===== src/hdl/mfmt_pkg.sv =====
`timescale 1ns / 1ps

package mfmt_pkg;

   localparam int unsigned TURN_WIDTH = 19;

   localparam logic [3:0] FULL_FRAME_LENGTH = 4'd8;

   localparam logic [TURN_WIDTH-1:0] TURN_MAX = {1'b0, {(TURN_WIDTH-1){1'b1}}};
   localparam logic [TURN_WIDTH-1:0] TURN_MIN = {1'b1, {(TURN_WIDTH-1){1'b0}}};

   typedef struct packed {
      logic [2:0]  motor_index;
      logic [63:0] frame_bytes;
      logic [3:0]  frame_length;
   } req_type;

   typedef struct packed {
      logic [2:0]         out_motor;
      logic [15:0]        angle;
      logic signed [15:0] speed_rpm;
      logic signed [15:0] motor_current;
      logic [7:0]         temperature;
      logic signed [31:0] total_angle;
      logic               first_sample;
   } rsp_type;

   typedef struct packed {
      logic [2:0]         motor_index;
      logic [15:0]        angle;
      logic signed [15:0] speed_rpm;
      logic signed [15:0] motor_current;
      logic [7:0]         temperature;
   } item_type;

endpackage


===== src/hdl/mfmt_front.sv =====
`timescale 1ns / 1ps

module mfmt_front #(
   parameter int MOTOR_COUNT     = 8,
   parameter int COUNTS_PER_TURN = 8192
) (
   input  logic              clock,
   input  logic              reset,
   input  logic              req_valid,
   output logic              req_stall,
   input  mfmt_pkg::req_type req_payload,
   input  logic              csr_write_enable,
   input  logic [7:0]        csr_write_data,
   output logic              item_valid,
   output mfmt_pkg::item_type item,
   input  logic              item_take
);

   localparam logic [31:0] MOTOR_LIMIT = 32'(MOTOR_COUNT);
   localparam logic [15:0] CPT_ANGLE   = 16'(COUNTS_PER_TURN);

   logic               valid_ff;
   logic               valid_in;
   mfmt_pkg::item_type item_ff;
   mfmt_pkg::item_type item_in;
   logic [7:0]         invert_ff;
   logic [7:0]         invert_in;
   logic               load;
   logic               keep;
   logic               invert_bit;
   logic [15:0]        raw_angle;
   logic [15:0]        raw_speed;
   logic [15:0]        raw_current;

   assign load      = !valid_ff || item_take;
   assign req_stall = !load;

   always_comb begin
      raw_angle   = req_payload.frame_bytes[63:48];
      raw_speed   = req_payload.frame_bytes[47:32];
      raw_current = req_payload.frame_bytes[31:16];
      invert_bit  = invert_ff[req_payload.motor_index];
      keep        = (req_payload.frame_length >= mfmt_pkg::FULL_FRAME_LENGTH)
                    && (32'(req_payload.motor_index) < MOTOR_LIMIT);

      item_in.motor_index = req_payload.motor_index;
      item_in.temperature = req_payload.frame_bytes[15:8];
      if (invert_bit) begin
         item_in.angle         = (raw_angle != 16'd0) ? 16'(CPT_ANGLE - raw_angle) : 16'd0;
         item_in.speed_rpm     = $signed(16'(16'd0 - raw_speed));
         item_in.motor_current = $signed(16'(16'd0 - raw_current));
      end else begin
         item_in.angle         = raw_angle;
         item_in.speed_rpm     = $signed(raw_speed);
         item_in.motor_current = $signed(raw_current);
      end
   end

   always_comb begin
      valid_in  = valid_ff;
      invert_in = invert_ff;
      if (load) begin
         valid_in = req_valid && keep;
      end
      if (csr_write_enable) begin
         invert_in = csr_write_data;
      end
   end

   always_ff @(posedge clock) begin
      if (reset) begin
         valid_ff  <= 1'b0;
         invert_ff <= 8'd0;
      end else begin
         valid_ff  <= valid_in;
         invert_ff <= invert_in;
      end
   end

   always_ff @(posedge clock) begin
      if (load) begin
         item_ff <= item_in;
      end
   end

   assign item_valid = valid_ff;
   assign item       = item_ff;

endmodule


===== src/hdl/mfmt_track.sv =====
`timescale 1ns / 1ps

module mfmt_track #(
   parameter int MOTOR_COUNT     = 8,
   parameter int COUNTS_PER_TURN = 8192
) (
   input  logic               clock,
   input  logic               reset,
   input  logic               item_valid,
   input  mfmt_pkg::item_type item,
   output logic               item_take,
   output logic               rsp_valid,
   input  logic               rsp_stall,
   output mfmt_pkg::rsp_type  rsp_payload
);

   localparam int unsigned INDEX_WIDTH = (MOTOR_COUNT > 1) ? $clog2(MOTOR_COUNT) : 1;
   localparam int unsigned TW          = mfmt_pkg::TURN_WIDTH;
   localparam logic [31:0] CPT_WORD    = 32'(COUNTS_PER_TURN);
   localparam logic [TW-1:0] TURN_STEP = {{(TW-1){1'b0}}, 1'b1};
   localparam logic signed [17:0] HALF_POS = 18'(COUNTS_PER_TURN / 2);
   localparam logic signed [17:0] HALF_NEG = 18'(-(COUNTS_PER_TURN / 2));
   localparam logic [31:0] BASE_MIN =
      32'(-(longint'(1) << (TW - 1)) * longint'(COUNTS_PER_TURN));
   localparam logic [31:0] BASE_MAX =
      32'(((longint'(1) << (TW - 1)) - 1) * longint'(COUNTS_PER_TURN));

   logic [15:0]            prev_ff [MOTOR_COUNT];
   logic [TW-1:0]          turn_ff [MOTOR_COUNT];
   logic [31:0]            base_ff [MOTOR_COUNT];
   logic [MOTOR_COUNT-1:0] seen_ff;

   logic                   rsp_valid_ff;
   logic                   rsp_valid_in;
   mfmt_pkg::rsp_type      rsp_ff;
   mfmt_pkg::rsp_type      rsp_in;

   logic [31:0]            index_wide;
   logic [INDEX_WIDTH-1:0] idx;
   logic                   fire;
   logic                   seen;
   logic [15:0]            prev;
   logic [TW-1:0]          turn;
   logic [31:0]            base;
   logic [17:0]            delta;
   logic [TW-1:0]          turn_in;
   logic [31:0]            base_in;

   assign item_take = !rsp_valid_ff || !rsp_stall;
   assign fire      = item_valid && item_take;

   always_comb begin
      index_wide = 32'(item.motor_index);
      idx        = index_wide[INDEX_WIDTH-1:0];
      seen       = seen_ff[idx];
      prev       = prev_ff[idx];
      turn       = turn_ff[idx];
      base       = base_ff[idx];
      delta      = {2'b00, item.angle} - {2'b00, prev};

      turn_in = turn;
      base_in = base;
      if (seen) begin
         priority if ($signed(delta) > HALF_POS) begin
            if (turn == mfmt_pkg::TURN_MIN) begin
               turn_in = mfmt_pkg::TURN_MAX;
               base_in = BASE_MAX;
            end else begin
               turn_in = turn - TURN_STEP;
               base_in = base - CPT_WORD;
            end
         end else if ($signed(delta) < HALF_NEG) begin
            if (turn == mfmt_pkg::TURN_MAX) begin
               turn_in = mfmt_pkg::TURN_MIN;
               base_in = BASE_MIN;
            end else begin
               turn_in = turn + TURN_STEP;
               base_in = base + CPT_WORD;
            end
         end
      end

      rsp_in.out_motor     = item.motor_index;
      rsp_in.angle         = item.angle;
      rsp_in.speed_rpm     = item.speed_rpm;
      rsp_in.motor_current = item.motor_current;
      rsp_in.temperature   = item.temperature;
      rsp_in.first_sample  = !seen;
      if (seen) begin
         rsp_in.total_angle = $signed(base_in + {16'd0, item.angle});
      end else begin
         rsp_in.total_angle = $signed({16'd0, item.angle});
      end
   end

   always_comb begin
      rsp_valid_in = rsp_valid_ff;
      if (fire) begin
         rsp_valid_in = 1'b1;
      end else if (!rsp_stall) begin
         rsp_valid_in = 1'b0;
      end
   end

   always_ff @(posedge clock) begin
      if (reset) begin
         rsp_valid_ff <= 1'b0;
         seen_ff      <= '0;
         for (int m = 0; m < MOTOR_COUNT; m++) begin
            turn_ff[m] <= '0;
            base_ff[m] <= '0;
         end
      end else begin
         rsp_valid_ff <= rsp_valid_in;
         if (fire) begin
            seen_ff[idx] <= 1'b1;
            turn_ff[idx] <= turn_in;
            base_ff[idx] <= base_in;
         end
      end
   end

   always_ff @(posedge clock) begin
      if (fire) begin
         prev_ff[idx] <= item.angle;
         rsp_ff       <= rsp_in;
      end
   end

   assign rsp_valid   = rsp_valid_ff;
   assign rsp_payload = rsp_ff;

   // hold the stage only behind a full, stalled result register
   a_hold_only_when_blocked: assert property (@(posedge clock) disable iff (reset)
      item_valid && !item_take |-> rsp_valid_ff && rsp_stall)
      else $error("item held without a blocked result");

   a_first_total: assert property (@(posedge clock) disable iff (reset)
      rsp_valid_ff && rsp_ff.first_sample |-> rsp_ff.total_angle == $signed({16'd0, rsp_ff.angle}))
      else $error("first sample total differs from angle");

   a_seen_after_fire: assert property (@(posedge clock) disable iff (reset)
      fire |=> seen_ff[$past(idx)])
      else $error("motor not marked seen");

   a_base_matches_turn: assert property (@(posedge clock) disable iff (reset)
      $past(fire) && !$past(reset) |->
         base_ff[$past(idx)] ==
            32'($signed(turn_ff[$past(idx)]) * longint'(COUNTS_PER_TURN)))
      else $error("turn base out of step with turn count");

   a_result_after_fire: assert property (@(posedge clock) disable iff (reset)
      fire |=> rsp_valid_ff && rsp_ff.out_motor == $past(item.motor_index))
      else $error("result missing after item");

endmodule


===== src/hdl/motor_feedback_multiturn_tracker_top.sv =====
`timescale 1ns / 1ps

// channel   direction  handshake                 payload
// req_      in         req_valid / req_stall      mfmt_pkg::req_type
// rsp_      out        rsp_valid / rsp_stall      mfmt_pkg::rsp_type
// csr_      in         csr_write_enable           invert mask, 8 bits
//
// One item per cycle while the result is not stalled; each item passes the input register
// and then the result register, and a result leaves once rsp_stall is low.
// The input register and the result register sit around the per-motor
// read-modify-write of angle, turn count and turn base.
// Reset clears the valid flags, the invert mask, the seen flags and the turn state.
// A stalled result holds the tracking stage; the input stalls only then.
// Short frames and out-of-range motors are dropped at the input and give no result.

module motor_feedback_multiturn_tracker_top #(
   parameter int MOTOR_COUNT     = 8,
   parameter int COUNTS_PER_TURN = 8192
) (
   input  logic              clock,
   input  logic              reset,
   input  logic              req_valid,
   output logic              req_stall,
   input  mfmt_pkg::req_type req_payload,
   output logic              rsp_valid,
   input  logic              rsp_stall,
   output mfmt_pkg::rsp_type rsp_payload,
   input  logic              csr_write_enable,
   input  logic [7:0]        csr_write_data
);

   logic               item_valid;
   logic               item_take;
   mfmt_pkg::item_type item;

   mfmt_front #(
      .MOTOR_COUNT     (MOTOR_COUNT),
      .COUNTS_PER_TURN (COUNTS_PER_TURN)
   ) u_front (
      .clock            (clock),
      .reset            (reset),
      .req_valid        (req_valid),
      .req_stall        (req_stall),
      .req_payload      (req_payload),
      .csr_write_enable (csr_write_enable),
      .csr_write_data   (csr_write_data),
      .item_valid       (item_valid),
      .item             (item),
      .item_take        (item_take)
   );

   mfmt_track #(
      .MOTOR_COUNT     (MOTOR_COUNT),
      .COUNTS_PER_TURN (COUNTS_PER_TURN)
   ) u_track (
      .clock       (clock),
      .reset       (reset),
      .item_valid  (item_valid),
      .item        (item),
      .item_take   (item_take),
      .rsp_valid   (rsp_valid),
      .rsp_stall   (rsp_stall),
      .rsp_payload (rsp_payload)
   );

endmodule

===== config.mk =====
export PLATFORM = sky130hd
export DESIGN_NAME = motor_feedback_multiturn_tracker_top
export DESIGN_NICKNAME = d
export VERILOG_FILES = /design/src/hdl/mfmt_pkg.sv /design/src/hdl/mfmt_front.sv /design/src/hdl/mfmt_track.sv /design/src/hdl/motor_feedback_multiturn_tracker_top.sv
export SDC_FILE = /design/constraint.sdc
export NUM_CORES = 1
export LEC_CHECK = 0
export ABC_AREA = 1
export ABC_CLOCK_PERIOD_IN_PS = 8600
export BUFFER_PORTS_ARGS = -buffer_cell sky130_fd_sc_hd__buf_2
export CORE_ASPECT_RATIO = 2
export CORE_UTILIZATION = 55
export CTS_CLUSTER_SIZE = 8
export DETAILED_ROUTE_END_ITERATION = 8
export PLACE_DENSITY = 0.73
export SLEW_MARGIN = 20
export SYNTH_ARGS = -nofsm -noshare
export SYNTH_HDL_FRONTEND = slang
export SYNTH_HIERARCHICAL = 1
export SYNTH_SLANG_ARGS = --single-unit

===== constraint.sdc =====
create_clock -name clock -period 8.6 [get_ports clock]
set_input_delay 0 -clock clock [delete_from_list [all_inputs] [get_ports clock]]
set_output_delay 0 -clock clock [all_outputs]
set_load 0.005 [all_outputs]

---- After elaboration in Yosys (flattened, before gate mapping) ----
Memory sizes are Yosys's and may differ from the RTL's. A register that Yosys moved wholly into a read port is not among the register bits.
Cells that the tools add are included.
cells by class
  add/sub/neg operators ................... 9
  order comparisons ....................... 6
  equal/unequal tests ..................... 3
  multiplexer cells ....................... 36
  bitwise logic cells ..................... 1
  reduce and logical (&&, ||, !) cells .... 13
operators by type and width
  kind                      number
  $mux W32                  6
  $mux W19                  6
  $mux W48                  1
  $add A32 B14 Y32 const B  1
  $add A32 B16 Y32          1
  $mux W16                  2
  $reduce_or A32 Y1         1
  $sub A1 B16 Y16 const A   2
  $sub A32 B14 Y32 const B  1
  $add A19 B1 Y19 const B   1
  $eq A19 B18 Y1 const B    1
  $eq A19 B19 Y1 const B    1
  $reduce_or A19 Y1         1
  $sub A19 B1 Y19 const B   1
  $gt A18 B14 Y1 const B    1
  $lt A18 B13 Y1 const B    1
  $sub A16 B16 Y17          1
  $reduce_bool A16 Y1       1
  $sub A14 B16 Y16 const A  1
  $mux W3                   5
  $mux W1                   13
  $lt A3 B4 Y1 const B      2
  $or A8 B8 Y8              1
  $bmux W1 S3               2
  other kinds (7)           14
word-level totals
  register bits ........................... 169
  memory bits (writable) .................. 536
  input bits .............................. 84
  output and inout bits ................... 94
  logic and storage cells ................. 88
  memories kept ........................... 3
memories
  memory           words  bits a word  rd ports  clocked after memory_dff  write ports  RTL line          text
  u_track.base_ff  8      32           1         1                         8            mfmt_track.sv:30  logic [31:0] base_ff [MOTOR_COUNT];
  u_track.turn_ff  8      19           1         1                         8            mfmt_track.sv:29  logic [TW-1:0] turn_ff [MOTOR_COUNT];
  u_track.prev_ff  8      16           1         1                         1            mfmt_track.sv:28  logic [15:0] prev_ff [MOTOR_COUNT];

---- Longest topological paths before layout ----
  depth after elaboration ................. 8
  mapped depth ............................ 52

---- Modules after synthesis ----
Netlist, hierarchy kept.
by module, submodules not included
  module      times used  cells an instance  area each (um^2)  seq. area each (um^2)
  mfmt_track  1           3348               31302.5           19038.3
  mfmt_front  1           469                3837.4            1951.9

---- Worst setup path before layout ----
No wires, ideal clock.
  kind .................................... register to register
  from .................................... reg u_front.item_ff, in the netlist u_front/item[58]
  to ...................................... reg u_track.rsp_ff, in the netlist u_track/rsp_payload[31], data pin
  library setup time ...................... 0.249 ns
  arrival ................................. 6.570 ns
  data required time ...................... 8.351 ns
  path slack .............................. 1.781 ns
  stages on the path, launching flop included .. 49
  path buffers ............................ 6
  clock period less this slack ............ 6.819 ns
  cell sequence ........................... edfxtp_1 > buf_2 > inv_1 > nand3_1 > inv_2 > clkbuf_1 > clkbuf_1 > clkbuf_1 > a22oi_1 > nand3_1 > inv_1 > ha_1 > nand2_1 > nor2_1 > nand2_1 > nand3_1 > nand2_1 > nand2_1 > (+13 left out) > inv_1 > fa_1 > nor2_1 > a211oi_1 > o21ai_0 > a21oi_1 > o21ai_0 > nand3_1 > nand2_1 > nand3_1 > nand2_1 > nand3_1 > inv_2 > nand2_2 > nor2_4 > nand3_1 > nand2_1 > inv_1
between the ends
  cells in the longest elaborated chain, start to end .. 4
ends and longest elaborated chain
  item                           RTL line           text
  from (decl)                    mfmt_front.sv:24   mfmt_pkg::item_type item_ff;
  from (signal assigned)         mfmt_front.sv:82   item_ff <= item_in;
  $bmux W1 S3                    mfmt_track.sv:55   seen = seen_ff[idx];
  $mux W1 (implied by the code)  mfmt_track.sv:55
  $mux W32                       mfmt_track.sv:63   if (seen) begin
  net u_track.base_in[0]         mfmt_track.sv:47   logic [31:0] base_in;
  $add A32 B16 Y32               mfmt_track.sv:90   rsp_in.total_angle = $signed(base_in + {16'd0, item.angle});
  to (signal assigned)           mfmt_track.sv:126  rsp_ff <= rsp_in;
  to (decl)                      mfmt_track.sv:35   mfmt_pkg::rsp_type rsp_ff;
The timed path passes the listed nets, and every way through them passes these cells. The select of a mux whose other input is x is not followed.
A chain may end at the register's enable or synchronous reset.

---- Worst setup path after layout ----
  from .................................... reg u_front.item_ff, in the netlist u_front/item[58]
  to ...................................... reg u_track.rsp_ff, in the netlist u_track/rsp_payload[25], data pin
between the ends
  cells in the longest elaborated chain, start to end .. 4
ends and longest elaborated chain
  item                             RTL line
  $bmux W1 S3 *                    mfmt_track.sv:55
  $mux W1 (implied by the code) *  mfmt_track.sv:55
  $mux W32                         mfmt_track.sv:63
  $add A32 B16 Y32                 mfmt_track.sv:90
Mark *: on every way between the ends. The rest lies on a longest branch, timed or not. The select of a mux whose other input is x is not followed.

==> impl_metrics.toml <==
[run_status]
outcome = "completed"

[power_and_ir_drop]
leakage_uw = 0.0169
ir_worst_vdd_uv = 162
powerDensity_nw_per_um2 = 216

[synth]
syn_inst = 3817
avgSynthCellArea_sq_um = 9.21
ys_seq_elements = 705
syn_area_sq_um = 35100
ys.warnings.count = 6
yosysTopAreaCellShare_pct = 58.7
ys_types = 54
ys_seq_area_share_pct = 59.7
async_flop_share_pct = 0
synth-main-ff-cell = "edfxtp_1"
synth.largest_area_cell = "edfxtp_1"
synth-edff-count = 687
synth_nets = 3943
synthTopCellsByArea = "edfxtp_1 59%, nand2_1 14%, nor2_1 6.5%, nand3_1 2.6%, inv_1 2.4%"

[worst_setup_path]
worstSetupStartpointType = "register"
r2r-start = "u_front/item[58]"
rr_endpoint = "u_track/rsp_payload[25]"
critPathArrivalTime_ps = 8420
crit_path_max_incr_delay_ps = 670
crit_path_frequent_cell = "nand2_1"
r2r_cells = 39
rrSetupSlack_ps = 590
crit_path_end_kind = "register"
cpMaxStageDelayCell = "nor3_4"
crit_required_ps = 9010
crit_type = "register to register"
critPathMaxFanout = 13

[sta]
fin_crit_ps = 8010
slew_headroom_pct = 30.6
setup_viol = 0
fin_setup_tns_ps = 0
timing.fmax_mhz = 125
fin_skew_ps = 30.4
rsz0062_at_grt = "no"
slew_viol_final = 0
final_hold_viol_count = 0
tightest_slew_ps = 1040
period_share_pct = 93.2

[finish]
drive_gt1_share_pct = 11.8
area_growth_pct = 15.7
regArea_sq_um = 21000
design_area_sq_um = 40700
multi_input_area_sq_um = 12300
nets = 4242
nFillCells = 4885
layout_commonest_cell = "nand2_1"
final_cell_mix = "1,315 x nand2_1, 687 x edfxtp_1, 604 x nor2_1"

[die]
die_h_microns = 359
start_util_pct = 55.8
dieWidth_microns = 181
core_sq_um = 62900
die_area_sq_um = 65000
num_rows = 130
ioPinCount = 178

[clocking]
numCtsBuffers = 98
clock_path_buffers = 3
h-tree-depth = 3
cts.sinks = 705
clkTransAtPathRegs_ps = 50
cts_tree = "yes"
ctsRootBufferMaster = "clkbuf_16"
clkLatencyLatePin_ps = 680

[route]
wl_per_cell_microns = 22.2
drc_errors = 0
ant_nets = 0
first_pass_iters = 8
vias = 29000
wl_microns = 110000
viasPerCell = 5.87
drt-initial-drc-count = 2625

[worst_hold_path]
hold_start = "req_payload[16]"
min_path_type = "input port to register"
hold_path_depth = 2
hold_path_end = "u_front/item[4]"

[place]
dpl.hpwl_microns = 64900
gp_congestion = 0.971
portBuffers = 166
placed_area_sq_um = 36700

[global_routing]
grt_antenna_before_repair = 2
grtUsageTotal_pct = 33.8
first_global_vias = 29300
grt_overflow = 0
grt_max_degree = 138
grt_pass1_wl_microns = 165000

[run]
maxCapViolCount = 0
-- what timing repair did --
| action | CTS | global route |
|---|---|---|
| hold buffers | 127 | 0 |
| gates resized for setup | 0 | 0 |
| hold endpoints to repair | 73 | 0 |
| endpoints found under the setup margin | 0 | 4 |
| buffers inserted | 0 | 3 |
-- power breakdown --
group / leakage, uW / total, uW / internal (uW) / switching [uW]
logic: 0.00855 / 1300 / 391 / 905
registers: 0.00701 / 4010 / 3930 / 80.8
clock network: 0.00130 / 3480 / 2060 / 1420
-- cell type report --
type	count	share of cell area, %
repair buffers	361	6.55
multi-input cells	2686	30.3
flip-flops and latches	705	51.6
clock inverters	7	0.302
diodes	2	0.0123
inverters	264	2.45
clock buffers	122	6.31
well taps	792	2.44
-- layer usage --
metal | up-vias | wire (microns) | global-route usage [%]
met5 | - | 0 | 0
met4 | 0 | 8000 | 23.9
met3 | 534 | 8260 | 5.97
met2 | 1605 | 57500 | 62.1
met1 | 13600 | 35800 | 34.2
li1 | 13200 | - | -
-- cells by family (layout without fill, tap and decap cells) --
family | count (synthesis) | in the layout | synth area share (%)
AOI/OAI and AO/OA | 286 | 286 | 5.15
and+or+nand+nor | 2302 | 2302 | 26.8
adders and majority gates | 42 | 42 | 1.54
other | 0 | 2 | 0
DFF | 705 | 705 | 59.7
xor gates and xnor gates | 56 | 56 | 1.40
buffers and inverters | 426 | 754 | 5.35
-- critical path: cells and delay by family (launching register included) --
kind / cells / cell delay [ps]
AND/OR/NAND/NOR: 24 / 4090
AO/OA/AOI/OAI: 8 / 1150
buffers and inverters: 5 / 1080
adder cells (fa/ha/maj): 2 / 890
flip-flops: 1 / 520
-- per-stage QoR --
step                power [uW]  worst slack, ps  hold slack, ps  instances  utilization [%]
floorplan                 4870             1780            69.1       3817                -
global placement          5240              856             177       4678             58.2
detailed placement        5260              689             179       4678             58.2
CTS                       8760              650            13.2       4934             64.5
global route              9060             96.8            39.2       4939             64.6
finish                    8790              585            55.9       4939             64.6
-- flip-flops by register name (all words and copies together), names as in the netlist --
| signal | flops |
|---|---|
| u_front/invert_ff | 8 |
| u_track/rsp_valid | 1 |
| u_track/turn_ff | 152 |
| u_track/rsp_payload | 92 |
| u_front/item | 59 |
| u_track/base_ff | 256 |
| u_track/seen_ff | 8 |
| u_track/prev_ff | 128 |
| u_front/item_valid | 1 |
-- cell usage after synthesis (32+ instances only) --
master,n
edfxtp_1,687
nand2_2,51
buf_2,36
nand2_1,1332
o21ai_0,77
xor2_1,46
ha_1,40
inv_1,224
clkbuf_1,73
a22oi_1,32
nand3_1,181
nand4_1,66
nor2_1,605
a21oi_1,65
-- worst max-delay path by stage --
stage | start | end | slack [ps] | cells after the start
final | u_front/item[58] | u_track/rsp_payload[25] | 590 | 39
after global placement | u_front/item[58] | u_track/rsp_payload[29] | 860 | 38
after floorplan | u_front/item[58] | u_track/rsp_payload[31] | 1780 | 48
after global routing | u_front/item[58] | u_track/rsp_payload[31] | 100 | 41
after CTS | u_front/item[58] | u_track/rsp_payload[31] | 650 | 40
after detailed placement | u_front/item[58] | u_track/rsp_payload[29] | 690 | 38
No activity file was read; power rests on OpenSTA's default activity.
